## config.mk

```make
export PLATFORM = sky130hd
export DESIGN_NAME = first_fit_heap_allocator_core
export DESIGN_NICKNAME = d
export VERILOG_FILES = /design/src/rtl/core/ffha_pkg.sv /design/src/rtl/core/ffha_ctrl.sv /design/src/rtl/core/ffha_dpath.sv /design/src/rtl/core/first_fit_heap_allocator_core.sv
export SDC_FILE = /design/constraint.sdc
export NUM_CORES = 2
export LEC_CHECK = 0
export BUFFER_PORTS_ARGS = -buffer_cell sky130_fd_sc_hd__buf_2
export CORE_AREA = 2 2 673 675
export CTS_CLUSTER_SIZE = 20
export DETAILED_ROUTE_END_ITERATION = 10
export DIE_AREA = 0 0 675 677
export HOLD_SLACK_MARGIN = 0.1
export SETUP_SLACK_MARGIN = 0.1
export SLEW_MARGIN = 10
export SYNTH_ARGS = -nofsm -noshare
export SYNTH_HDL_FRONTEND = slang
export SYNTH_SLANG_ARGS = --single-unit
```

## constraint.sdc

```tcl
create_clock -name clk -period 17.4 [get_ports clk]
set_clock_uncertainty 0.15 [all_clocks]
set_input_delay 2.61 -clock clk [delete_from_list [all_inputs] [get_ports clk]]
set_output_delay 2.61 -clock clk [all_outputs]
set_load 0.005 [all_outputs]
```

## src/rtl/core/ffha_pkg.sv

```systemverilog
// shared types, codes and defaults of the first-fit heap allocator
package ffha_pkg;

  localparam int MAX_BLOCKS_DEF   = 64;
  localparam int HEAP_BYTES_DEF   = 1048576;
  localparam int HEADER_BYTES_DEF = 16;

  localparam int ADDR_W = 21;
  localparam int REQ_W  = 2;
  localparam int STAT_W = 2;

  localparam logic [REQ_W-1:0] REQ_ALLOC  = 2'd0;
  localparam logic [REQ_W-1:0] REQ_FREE   = 2'd1;
  localparam logic [REQ_W-1:0] REQ_RESIZE = 2'd2;
  localparam logic [REQ_W-1:0] REQ_ARRAY  = 2'd3;

  localparam logic [STAT_W-1:0] ST_OK      = 2'd0;
  localparam logic [STAT_W-1:0] ST_NULL    = 2'd1;
  localparam logic [STAT_W-1:0] ST_NOSPACE = 2'd2;
  localparam logic [STAT_W-1:0] ST_UNKNOWN = 2'd3;

  typedef enum logic [3:0] {
    S_IDLE,
    S_DISPATCH,
    S_MUL,
    S_SUM,
    S_LK_RD,
    S_LK_CHK,
    S_FIT_RD,
    S_FIT_CHK,
    S_APPEND,
    S_REL,
    S_DONE
  } state_t;

  typedef enum logic [1:0] {
    SRC_ZERO,
    SRC_REQ_ADDR,
    SRC_RD_START,
    SRC_BRK
  } res_src_t;

  typedef struct packed {
    logic             load_req;
    logic             mul;
    logic             sz_size;
    logic             sz_prod;
    logic             scan_clr;
    logic             scan_inc;
    logic             rd_en;
    logic             lk_hit;
    logic             fit_hit;
    logic             append;
    logic             release_blk;
    logic             res_en;
    logic [STAT_W-1:0] res_status;
    res_src_t         res_src;
  } cmd_t;

  typedef struct packed {
    logic [REQ_W-1:0] req_type;
    logic             size_zero;
    logic             count_zero;
    logic             addr_zero;
    logic             scan_end;
    logic             lk_match;
    logic             fit_match;
    logic             fits_old;
    logic             append_ok;
    logic             prod_over;
  } stat_t;

endpackage

```

## src/rtl/core/ffha_ctrl.sv

```systemverilog
// request sequencer of the first-fit heap allocator
module ffha_ctrl (
  input  logic            clk,
  input  logic            rst_n,
  input  logic            start,
  input  ffha_pkg::stat_t st,
  output ffha_pkg::cmd_t  cmd,
  output logic            busy,
  output logic            out_valid
);

  ffha_pkg::state_t state_r, state_nxt;

  always_ff @(posedge clk) begin
    if (!rst_n) begin
      state_r <= ffha_pkg::S_IDLE;
    end else begin
      state_r <= state_nxt;
    end
  end

  always_comb begin
    logic post_rel;
    post_rel  = (st.req_type == ffha_pkg::REQ_RESIZE) && !st.addr_zero;
    state_nxt = state_r;
    cmd       = '0;
    cmd.res_src    = ffha_pkg::SRC_ZERO;
    cmd.res_status = ffha_pkg::ST_OK;
    busy      = 1'b1;
    out_valid = 1'b0;
    case (state_r)
      ffha_pkg::S_IDLE: begin
        busy = 1'b0;
        if (start) begin
          cmd.load_req = 1'b1;
          state_nxt    = ffha_pkg::S_DISPATCH;
        end
      end
      ffha_pkg::S_DISPATCH: begin
        case (st.req_type)
          ffha_pkg::REQ_ALLOC: begin
            if (st.size_zero) begin
              cmd.res_en = 1'b1; cmd.res_status = ffha_pkg::ST_NULL;
              state_nxt  = ffha_pkg::S_DONE;
            end else begin
              cmd.sz_size = 1'b1; cmd.scan_clr = 1'b1;
              state_nxt   = ffha_pkg::S_FIT_RD;
            end
          end
          ffha_pkg::REQ_FREE: begin
            if (st.addr_zero) begin
              cmd.res_en = 1'b1; cmd.res_status = ffha_pkg::ST_NULL;
              state_nxt  = ffha_pkg::S_DONE;
            end else begin
              cmd.scan_clr = 1'b1;
              state_nxt    = ffha_pkg::S_LK_RD;
            end
          end
          ffha_pkg::REQ_RESIZE: begin
            if (st.size_zero) begin
              cmd.res_en = 1'b1; cmd.res_status = ffha_pkg::ST_NULL;
              state_nxt  = ffha_pkg::S_DONE;
            end else if (st.addr_zero) begin
              cmd.sz_size = 1'b1; cmd.scan_clr = 1'b1;
              state_nxt   = ffha_pkg::S_FIT_RD;
            end else begin
              cmd.scan_clr = 1'b1;
              state_nxt    = ffha_pkg::S_LK_RD;
            end
          end
          default: begin
            if (st.size_zero || st.count_zero) begin
              cmd.res_en = 1'b1; cmd.res_status = ffha_pkg::ST_NULL;
              state_nxt  = ffha_pkg::S_DONE;
            end else begin
              cmd.mul   = 1'b1;
              state_nxt = ffha_pkg::S_MUL;
            end
          end
        endcase
      end
      ffha_pkg::S_MUL: begin
        state_nxt = ffha_pkg::S_SUM;
      end
      ffha_pkg::S_SUM: begin
        if (st.prod_over) begin
          cmd.res_en = 1'b1; cmd.res_status = ffha_pkg::ST_NOSPACE;
          state_nxt  = ffha_pkg::S_DONE;
        end else begin
          cmd.sz_prod = 1'b1; cmd.scan_clr = 1'b1;
          state_nxt   = ffha_pkg::S_FIT_RD;
        end
      end
      ffha_pkg::S_LK_RD: begin
        if (st.scan_end) begin
          cmd.res_en = 1'b1; cmd.res_status = ffha_pkg::ST_UNKNOWN;
          state_nxt  = ffha_pkg::S_DONE;
        end else begin
          cmd.rd_en = 1'b1;
          state_nxt = ffha_pkg::S_LK_CHK;
        end
      end
      ffha_pkg::S_LK_CHK: begin
        if (st.lk_match) begin
          cmd.lk_hit = 1'b1;
          if (st.req_type == ffha_pkg::REQ_FREE) begin
            state_nxt = ffha_pkg::S_REL;
          end else if (st.fits_old) begin
            cmd.res_en  = 1'b1;
            cmd.res_src = ffha_pkg::SRC_REQ_ADDR;
            state_nxt   = ffha_pkg::S_DONE;
          end else begin
            cmd.sz_size = 1'b1; cmd.scan_clr = 1'b1;
            state_nxt   = ffha_pkg::S_FIT_RD;
          end
        end else begin
          cmd.scan_inc = 1'b1;
          state_nxt    = ffha_pkg::S_LK_RD;
        end
      end
      ffha_pkg::S_FIT_RD: begin
        if (st.scan_end) begin
          state_nxt = ffha_pkg::S_APPEND;
        end else begin
          cmd.rd_en = 1'b1;
          state_nxt = ffha_pkg::S_FIT_CHK;
        end
      end
      ffha_pkg::S_FIT_CHK: begin
        if (st.fit_match) begin
          cmd.fit_hit = 1'b1;
          cmd.res_en  = 1'b1;
          cmd.res_src = ffha_pkg::SRC_RD_START;
          state_nxt   = post_rel ? ffha_pkg::S_REL : ffha_pkg::S_DONE;
        end else begin
          cmd.scan_inc = 1'b1;
          state_nxt    = ffha_pkg::S_FIT_RD;
        end
      end
      ffha_pkg::S_APPEND: begin
        if (st.append_ok) begin
          cmd.append  = 1'b1;
          cmd.res_en  = 1'b1;
          cmd.res_src = ffha_pkg::SRC_BRK;
          state_nxt   = post_rel ? ffha_pkg::S_REL : ffha_pkg::S_DONE;
        end else begin
          cmd.res_en = 1'b1; cmd.res_status = ffha_pkg::ST_NOSPACE;
          state_nxt  = ffha_pkg::S_DONE;
        end
      end
      ffha_pkg::S_REL: begin
        cmd.release_blk = 1'b1;
        if (st.req_type == ffha_pkg::REQ_FREE) begin
          cmd.res_en = 1'b1;
        end
        state_nxt = ffha_pkg::S_DONE;
      end
      ffha_pkg::S_DONE: begin
        out_valid = 1'b1;
        state_nxt = ffha_pkg::S_IDLE;
      end
      default: begin
        state_nxt = ffha_pkg::S_IDLE;
      end
    endcase
  end

endmodule

```

## src/rtl/core/ffha_dpath.sv

```systemverilog
// block table, break pointer, scan counter and result registers
module ffha_dpath #(
  parameter int MAX_BLOCKS   = ffha_pkg::MAX_BLOCKS_DEF,
  parameter int HEAP_BYTES   = ffha_pkg::HEAP_BYTES_DEF,
  parameter int HEADER_BYTES = ffha_pkg::HEADER_BYTES_DEF
) (
  input  logic                            clk,
  input  logic                            rst_n,
  input  ffha_pkg::cmd_t                  cmd,
  output ffha_pkg::stat_t                 st,
  input  logic [ffha_pkg::REQ_W-1:0]      in_req_type,
  input  logic [ffha_pkg::ADDR_W-1:0]     in_size,
  input  logic [ffha_pkg::ADDR_W-1:0]     in_count,
  input  logic [ffha_pkg::ADDR_W-1:0]     in_address,
  output logic [ffha_pkg::ADDR_W-1:0]     out_result_address,
  output logic [ffha_pkg::STAT_W-1:0]     out_status
);

  localparam int AW   = $clog2(HEAP_BYTES + 1);
  localparam int IW   = (MAX_BLOCKS > 1) ? $clog2(MAX_BLOCKS) : 1;
  localparam int CNTW = $clog2(MAX_BLOCKS + 1);
  localparam int SZW  = (AW > ffha_pkg::ADDR_W) ? AW : ffha_pkg::ADDR_W;
  localparam int CW   = SZW + 1;
  localparam int EW   = SZW + 2;
  localparam int LOW  = 11;
  localparam int HIW  = ffha_pkg::ADDR_W - LOW;
  localparam int PW   = 2 * ffha_pkg::ADDR_W;

  // block table
  logic [AW-1:0] mem_start [MAX_BLOCKS];
  logic [AW-1:0] mem_size  [MAX_BLOCKS];
  logic          mem_free  [MAX_BLOCKS];

  logic [AW-1:0] rd_start_r, rd_size_r;
  logic          rd_free_r;

  logic [CNTW-1:0] cnt_r, scan_r, old_idx_r;
  logic [AW-1:0]   brk_r, old_start_r;
  logic [SZW-1:0]  sz_r;

  logic [ffha_pkg::REQ_W-1:0]  req_type_r;
  logic [ffha_pkg::ADDR_W-1:0] req_size_r, req_count_r, req_addr_r;
  logic [ffha_pkg::ADDR_W+LOW-1:0] lo_r;
  logic [ffha_pkg::ADDR_W+HIW-1:0] hi_r;
  logic [ffha_pkg::ADDR_W-1:0] res_addr_r;
  logic [ffha_pkg::STAT_W-1:0] res_stat_r;

  logic [PW-1:0]  prod;
  logic [CW-1:0]  rd_payload, brk_payload;
  logic [EW-1:0]  brk_end;
  logic           is_last;

  assign prod        = PW'({hi_r, {LOW{1'b0}}}) + PW'(lo_r);
  assign rd_payload  = CW'(rd_start_r) + CW'(HEADER_BYTES);
  assign brk_payload = CW'(brk_r) + CW'(HEADER_BYTES);
  assign brk_end     = EW'(brk_r) + EW'(HEADER_BYTES) + EW'(sz_r);
  assign is_last     = (old_idx_r + CNTW'(1)) == cnt_r;

  always_comb begin
    st            = '0;
    st.req_type   = req_type_r;
    st.size_zero  = (req_size_r == '0);
    st.count_zero = (req_count_r == '0);
    st.addr_zero  = (req_addr_r == '0);
    st.scan_end   = (scan_r >= cnt_r);
    st.lk_match   = (rd_payload == CW'(req_addr_r));
    st.fit_match  = rd_free_r && (SZW'(rd_size_r) >= sz_r);
    st.fits_old   = (SZW'(rd_size_r) >= SZW'(req_size_r));
    st.append_ok  = (cnt_r < CNTW'(MAX_BLOCKS)) && (brk_end <= EW'(HEAP_BYTES));
    st.prod_over  = (prod > PW'(HEAP_BYTES));
  end

  // table write and registered read
  always_ff @(posedge clk) begin
    if (cmd.append) begin
      mem_start[cnt_r[IW-1:0]] <= brk_r;
      mem_size[cnt_r[IW-1:0]]  <= sz_r[AW-1:0];
      mem_free[cnt_r[IW-1:0]]  <= 1'b0;
    end else if (cmd.fit_hit) begin
      mem_free[scan_r[IW-1:0]] <= 1'b0;
    end else if (cmd.release_blk && !is_last) begin
      mem_free[old_idx_r[IW-1:0]] <= 1'b1;
    end
    if (cmd.rd_en) begin
      rd_start_r <= mem_start[scan_r[IW-1:0]];
      rd_size_r  <= mem_size[scan_r[IW-1:0]];
      rd_free_r  <= mem_free[scan_r[IW-1:0]];
    end
  end

  // control state
  always_ff @(posedge clk) begin
    if (!rst_n) begin
      cnt_r <= '0;
      brk_r <= '0;
    end else if (cmd.append) begin
      cnt_r <= cnt_r + CNTW'(1);
      brk_r <= brk_end[AW-1:0];
    end else if (cmd.release_blk && is_last) begin
      cnt_r <= cnt_r - CNTW'(1);
      brk_r <= old_start_r;
    end
  end

  // request, scan and result registers
  always_ff @(posedge clk) begin
    if (cmd.load_req) begin
      req_type_r  <= in_req_type;
      req_size_r  <= in_size;
      req_count_r <= in_count;
      req_addr_r  <= in_address;
    end
    if (cmd.mul) begin
      lo_r <= req_count_r * req_size_r[LOW-1:0];
      hi_r <= req_count_r * req_size_r[ffha_pkg::ADDR_W-1:LOW];
    end
    if (cmd.sz_size) begin
      sz_r <= SZW'(req_size_r);
    end else if (cmd.sz_prod) begin
      sz_r <= prod[SZW-1:0];
    end
    if (cmd.scan_clr) begin
      scan_r <= '0;
    end else if (cmd.scan_inc) begin
      scan_r <= scan_r + CNTW'(1);
    end
    if (cmd.lk_hit) begin
      old_idx_r   <= scan_r;
      old_start_r <= rd_start_r;
    end
    if (cmd.res_en) begin
      res_stat_r <= cmd.res_status;
      case (cmd.res_src)
        ffha_pkg::SRC_REQ_ADDR: res_addr_r <= req_addr_r;
        ffha_pkg::SRC_RD_START: res_addr_r <= rd_payload[ffha_pkg::ADDR_W-1:0];
        ffha_pkg::SRC_BRK:      res_addr_r <= brk_payload[ffha_pkg::ADDR_W-1:0];
        default:                res_addr_r <= '0;
      endcase
    end
  end

  assign out_result_address = res_addr_r;
  assign out_status         = res_stat_r;

  a_cnt_bound: assert property (@(posedge clk) disable iff (!rst_n)
    cnt_r <= CNTW'(MAX_BLOCKS))
    else $error("block count above table depth");

  a_brk_bound: assert property (@(posedge clk) disable iff (!rst_n)
    brk_r <= AW'(HEAP_BYTES))
    else $error("break beyond heap end");

  a_empty_brk: assert property (@(posedge clk) disable iff (!rst_n)
    (cnt_r == '0) |-> (brk_r == '0))
    else $error("empty table with nonzero break");

  a_rel_idx: assert property (@(posedge clk) disable iff (!rst_n)
    cmd.release_blk |-> (old_idx_r < cnt_r))
    else $error("release of an entry past the table end");

endmodule

```

## src/rtl/core/first_fit_heap_allocator_core.sv

```systemverilog
// top level of the first-fit heap allocator: sequencer plus table datapath
//
// channel   ports                                       handshake
// request   in_req_type in_size in_count in_address     start & !busy
// result    out_result_address out_status               out_valid, one cycle
//
// lookup and first-fit scans read the table one entry at a time
// (registered table read, then compare), a resize that moves runs a
// lookup scan up to the match and then a first-fit scan, array requests
// add a registered multiply and overflow check before the first-fit scan
// reset is synchronous active low; it empties the table and zeroes the break,
// the table memory itself is not cleared
// busy stays high from the accepted beat until the result beat; the result
// receiver cannot stall, out_valid lasts exactly one cycle
module first_fit_heap_allocator_core #(
  parameter int MAX_BLOCKS   = ffha_pkg::MAX_BLOCKS_DEF,
  parameter int HEAP_BYTES   = ffha_pkg::HEAP_BYTES_DEF,
  parameter int HEADER_BYTES = ffha_pkg::HEADER_BYTES_DEF
) (
  input  logic                        clk,
  input  logic                        rst_n,
  input  logic                        start,
  output logic                        busy,
  input  logic [ffha_pkg::REQ_W-1:0]  in_req_type,
  input  logic [ffha_pkg::ADDR_W-1:0] in_size,
  input  logic [ffha_pkg::ADDR_W-1:0] in_count,
  input  logic [ffha_pkg::ADDR_W-1:0] in_address,
  output logic                        out_valid,
  output logic [ffha_pkg::ADDR_W-1:0] out_result_address,
  output logic [ffha_pkg::STAT_W-1:0] out_status
);

  // command and status between sequencer and datapath
  ffha_pkg::cmd_t  cmd;
  ffha_pkg::stat_t st;

  ffha_ctrl u_ctrl (
    .clk       (clk),
    .rst_n     (rst_n),
    .start     (start),
    .st        (st),
    .cmd       (cmd),
    .busy      (busy),
    .out_valid (out_valid)
  );

  // table, break pointer and result registers
  ffha_dpath #(
    .MAX_BLOCKS   (MAX_BLOCKS),
    .HEAP_BYTES   (HEAP_BYTES),
    .HEADER_BYTES (HEADER_BYTES)
  ) u_dpath (
    .clk                (clk),
    .rst_n              (rst_n),
    .cmd                (cmd),
    .st                 (st),
    .in_req_type        (in_req_type),
    .in_size            (in_size),
    .in_count           (in_count),
    .in_address         (in_address),
    .out_result_address (out_result_address),
    .out_status         (out_status)
  );

endmodule
```

==> results.md <==
- Vias in the first global route: 69,800
- CP peak stage delay: 930 ps
- Nets: 7,993
- Drt wl/cell: between 20 and 30 µm
- Core Rows: 247
- CP Capture Type: flip-flop
- Layout area overhead: 13.54%
- Syn avg cell area: 18.93 µm²
- I/O pin count: 93
- Post-CTS Setup Repair Bufs: 0
- WHS Path Cells: 0
- Crit share post-route: 0.4904
- TritonCTS Sinks: approximately 3,000
- Reg-to-Reg Start: u_dpath.brk_r[10]
- Reg2Reg Depth: 19
- Post-DP HPWL: 227.7 mm
- CTS clock-pin slew for the worst setup and hold paths: 60 ps
- Resized cells post-CTS: 0
- CTS tree: yes
- Iter 0 DRT Violations: 8,862
- CP Cell Sequence: nand2_1, nor3_1, nand3_1, xnor2_1, ha_1, and4_1, a311oi_1, mux2i_1, a221oi_1, a41oi_1, nor4b_2, and4_1, nor2_1, nor2_2, clkinv_2, or2_2, buf_4, nor3_2, buf_4
- Slowest cell on crit path: dfxtp_4
- Layout fillers: 42,210
- Post-Synth Simple-Gate Area: 0.04141
- Synth Area in Adders: 0.07020
- Final hold viol count: 0
- Final setup fails: 0
- CTS buffer count: between 300 and 400
- Top-area cell type share of the netlist area: 0.6694
- Die Ht: 677 µm
- Top cells by area, synth: edfxtp_1 (67%), mux4_2 (15%), fa_1 (4.8%)
- Worst Setup Start Kind: flip-flop
- Vias: 70,210
- Status: finished with violations
- Layout cells sized above 1: 0.2359
- Post-synthesis cell area: roughly 130,000 µm²
- Total core area: 450,600 µm²
- Largest net degree at the start of global routing: 132
- Clock insertion delay at the later pin of the skew report: 900 ps
- Routed WL: 362.7 mm
- Crit path from: u_dpath.brk_r[10]
- Hold Path Class: reg2reg
- Slew Limit Fails: 0
- Die width: just under 700 µm
- Crit path capture: u_dpath.mem_size[58][14]
- Unrepaired setup endpoints after global routing: false
- Initial antenna violation count: 35
- Relative slew margins: 0.1184
- Top cell type by total area after synthesis: edfxtp_1
- Total congestion overflow: 0
- Post-DP Area: 143,100 µm²
- Area of the multi-input gates: 40,940 µm²
- Register area share after synthesis: 0.6752
- Register area: 90,800 µm²
- Hold Buf Count CTS: 0
- Yosys cell types: 85
- Critical path required time: 17,760 ps
- Post-Syn Instances: 7,098
- Most frequent cells in the layout: edfxtp_1 (2,995), mux4_2 (903), inv_1 (455)
- CP Class: reg2reg
- Failing checks: antenna violations
- Largest family of logic cells by synthesized area: multiplexers
- Number of synthesized register bits: between 3,000 and 4,000
- DRT Pass-1 Iters: 8
- Gr usage total: 0.1554
- Mux cell area share after synthesis: 0.1567
- Port Buffers: 92
- EDFF count, synth: 2,995
- Clock Tree Root: clkbuf_16
- Flop-to-flop setup slack: 8870 ps
- Vias per cell: 5.167
- Post-route ant nets: 1
- XOR/XNOR share of the synthesized area: 0.01048
- Max-Cap Viols: 0
- Post-synth net total: 7,726
- Main synth FF type: edfxtp_1
- Initial Utilization: 0.2982
- # DRC: 0
- Final min period: 8534 ps
- Async SR Flop Fraction: 0
- Critical path fanouts, max: 70
- Die Area: 457,000 µm²
- Compound-gate portion of the synthesized area: 0.02293
- Worst reg2reg endpoint: u_dpath.mem_size[58][14]
- Worst-Margin Slew: around 1300 ps
- Max Root-Sink Buffers: 4
- Final Util: 0.3385
- Achievable Freq: ~120 MHz
- Finished Cell Area: 152,500 µm²
- Gp weighted congestion: 0.8500
- TNS Setup: 0 ps
- YS warnings: 0
- Commonest non-fill, non-tap cell in the layout: edfxtp_1
- Global-route wire length before repair: 518.1 mm
- H-tree depth: 5
- Crit path DAT: 8890 ps
==> flip-flops by register name, indices dropped and copies added, names as in the netlist <==
register                    cells
u_dpath.hi_r                   31
u_dpath.brk_r                  21
u_dpath.sz_r                   21
u_dpath.scan_r                  7
u_dpath.req_type_r              2
u_dpath.lo_r                   32
u_ctrl.state_r                  4
u_dpath.rd_free_r               1
u_dpath.req_size_r             21
u_dpath.req_count_r            21
u_dpath.req_addr_r             21
u_dpath.mem_free               64
u_dpath.old_idx_r               7
u_dpath.old_start_r            21
u_dpath.rd_size_r              21
u_dpath.out_status              2
u_dpath.cnt_r                   7
u_dpath.out_result_address     21
u_dpath.mem_start            1344
u_dpath.mem_size             1344
u_dpath.rd_start_r             21
==> worst min path at each step <==
stage | slack, ps | end | start
2_1_floorplan | 270 | u_dpath.old_start_r[7] | u_dpath.rd_start_r[7]
3_3_place_gp | 380 | u_dpath.old_start_r[0] | u_dpath.rd_start_r[0]
3_5_place_dp | 370 | u_dpath.old_start_r[0] | u_dpath.rd_start_r[0]
4_1_cts | 380 | u_dpath.old_start_r[0] | u_dpath.rd_start_r[0]
5_1_grt | 400 | u_dpath.old_start_r[0] | u_dpath.rd_start_r[0]
6_report | 370 | u_dpath.old_start_r[0] | u_dpath.rd_start_r[0]
==> critical path: cells and delay by family (launching register included) <==
family	cells	cell delay (ps)
buffers and inverters	3	1120
AND/OR/NAND/NOR	10	4320
multiplexers	1	180
flip-flops	1	930
AO/OA/AOI/OAI	3	690
adder cells (fa/ha/maj)	1	480
XOR/XNOR	1	210
==> synth_stat cells (5+ instances only) <==
cell	number
edfxtp_1	2995
mux4_2	903
inv_1	455
nand2_1	338
fa_1	323
clkbuf_1	267
ha_1	237
and2_1	218
nor2_1	192
a21oi_1	117
xnor2_1	111
buf_1	77
nor3_1	69
o21ai_0	69
nand3_1	62
nor4_1	59
a21o_1	58
xor2_1	42
a211oi_1	40
dfxtp_1	39
nand4_1	37
mux2i_1	36
mux2_2	32
and3_1	24
nand2b_1	24
nor2b_1	22
a31oi_1	21
a221o_1	20
o21a_1	16
or2_2	11
or3_1	11
o2111ai_1	10
o21bai_1	10
buf_2	9
o211ai_1	9
a221oi_1	8
nor3_2	8
or4_1	8
a2111oi_0	6
a21boi_0	6
a41oi_1	6
and4_1	5
o22ai_1	5
o31ai_1	5
==> cell families (layout without fill, tap and decap cells) <==
kind of cell             after synthesis  count (layout)
flip-flops                          3034            3034
AND/OR/NAND/NOR                     1110            1110
multiplexers                         971             971
buffers and inverters                814            1311
adder cells (fa/ha/maj)              560             560
AO/OA/AOI/OAI                        453             453
XOR/XNOR                             156             156
other                                  0              16
==> metal layers <==
metal / GRT usage / wire length (µm)
met4: 0.03476 / 8317
met2: 0.2407 / 167100
met3: 0.02406 / 30560
met5: 0 / 27
met1: 0.2302 / 156700
==> metrics by stage <==
| step | hold slack [ps] | worst slack (ps) | std cells |
|---|---|---|---|
| after global routing | 398.5 | 8216 | 13570 |
| after global placement | 384.3 | 8913 | 13030 |
| after detailed placement | 369.1 | 8935 | 13030 |
| after CTS | 382.2 | 8927 | 13570 |
| after floorplan | 270.6 | 7710 | 7098 |
| final | 370.1 | 8866 | 13590 |
==> final cells by class <==
type                    instances  area share
diodes                         16   0.0002625
clock inverters               177    0.009170
flip-flops and latches       3034      0.5952
inverters                     456     0.01123
well taps                    5976     0.04902
clock buffers                 362     0.05213
multi-input cells            3250      0.2684
repair buffers                316     0.01453
Power is left out: the tool's default activity adds up to more than one toggle a clock period on the data nets, which glitch-free logic cannot reach.
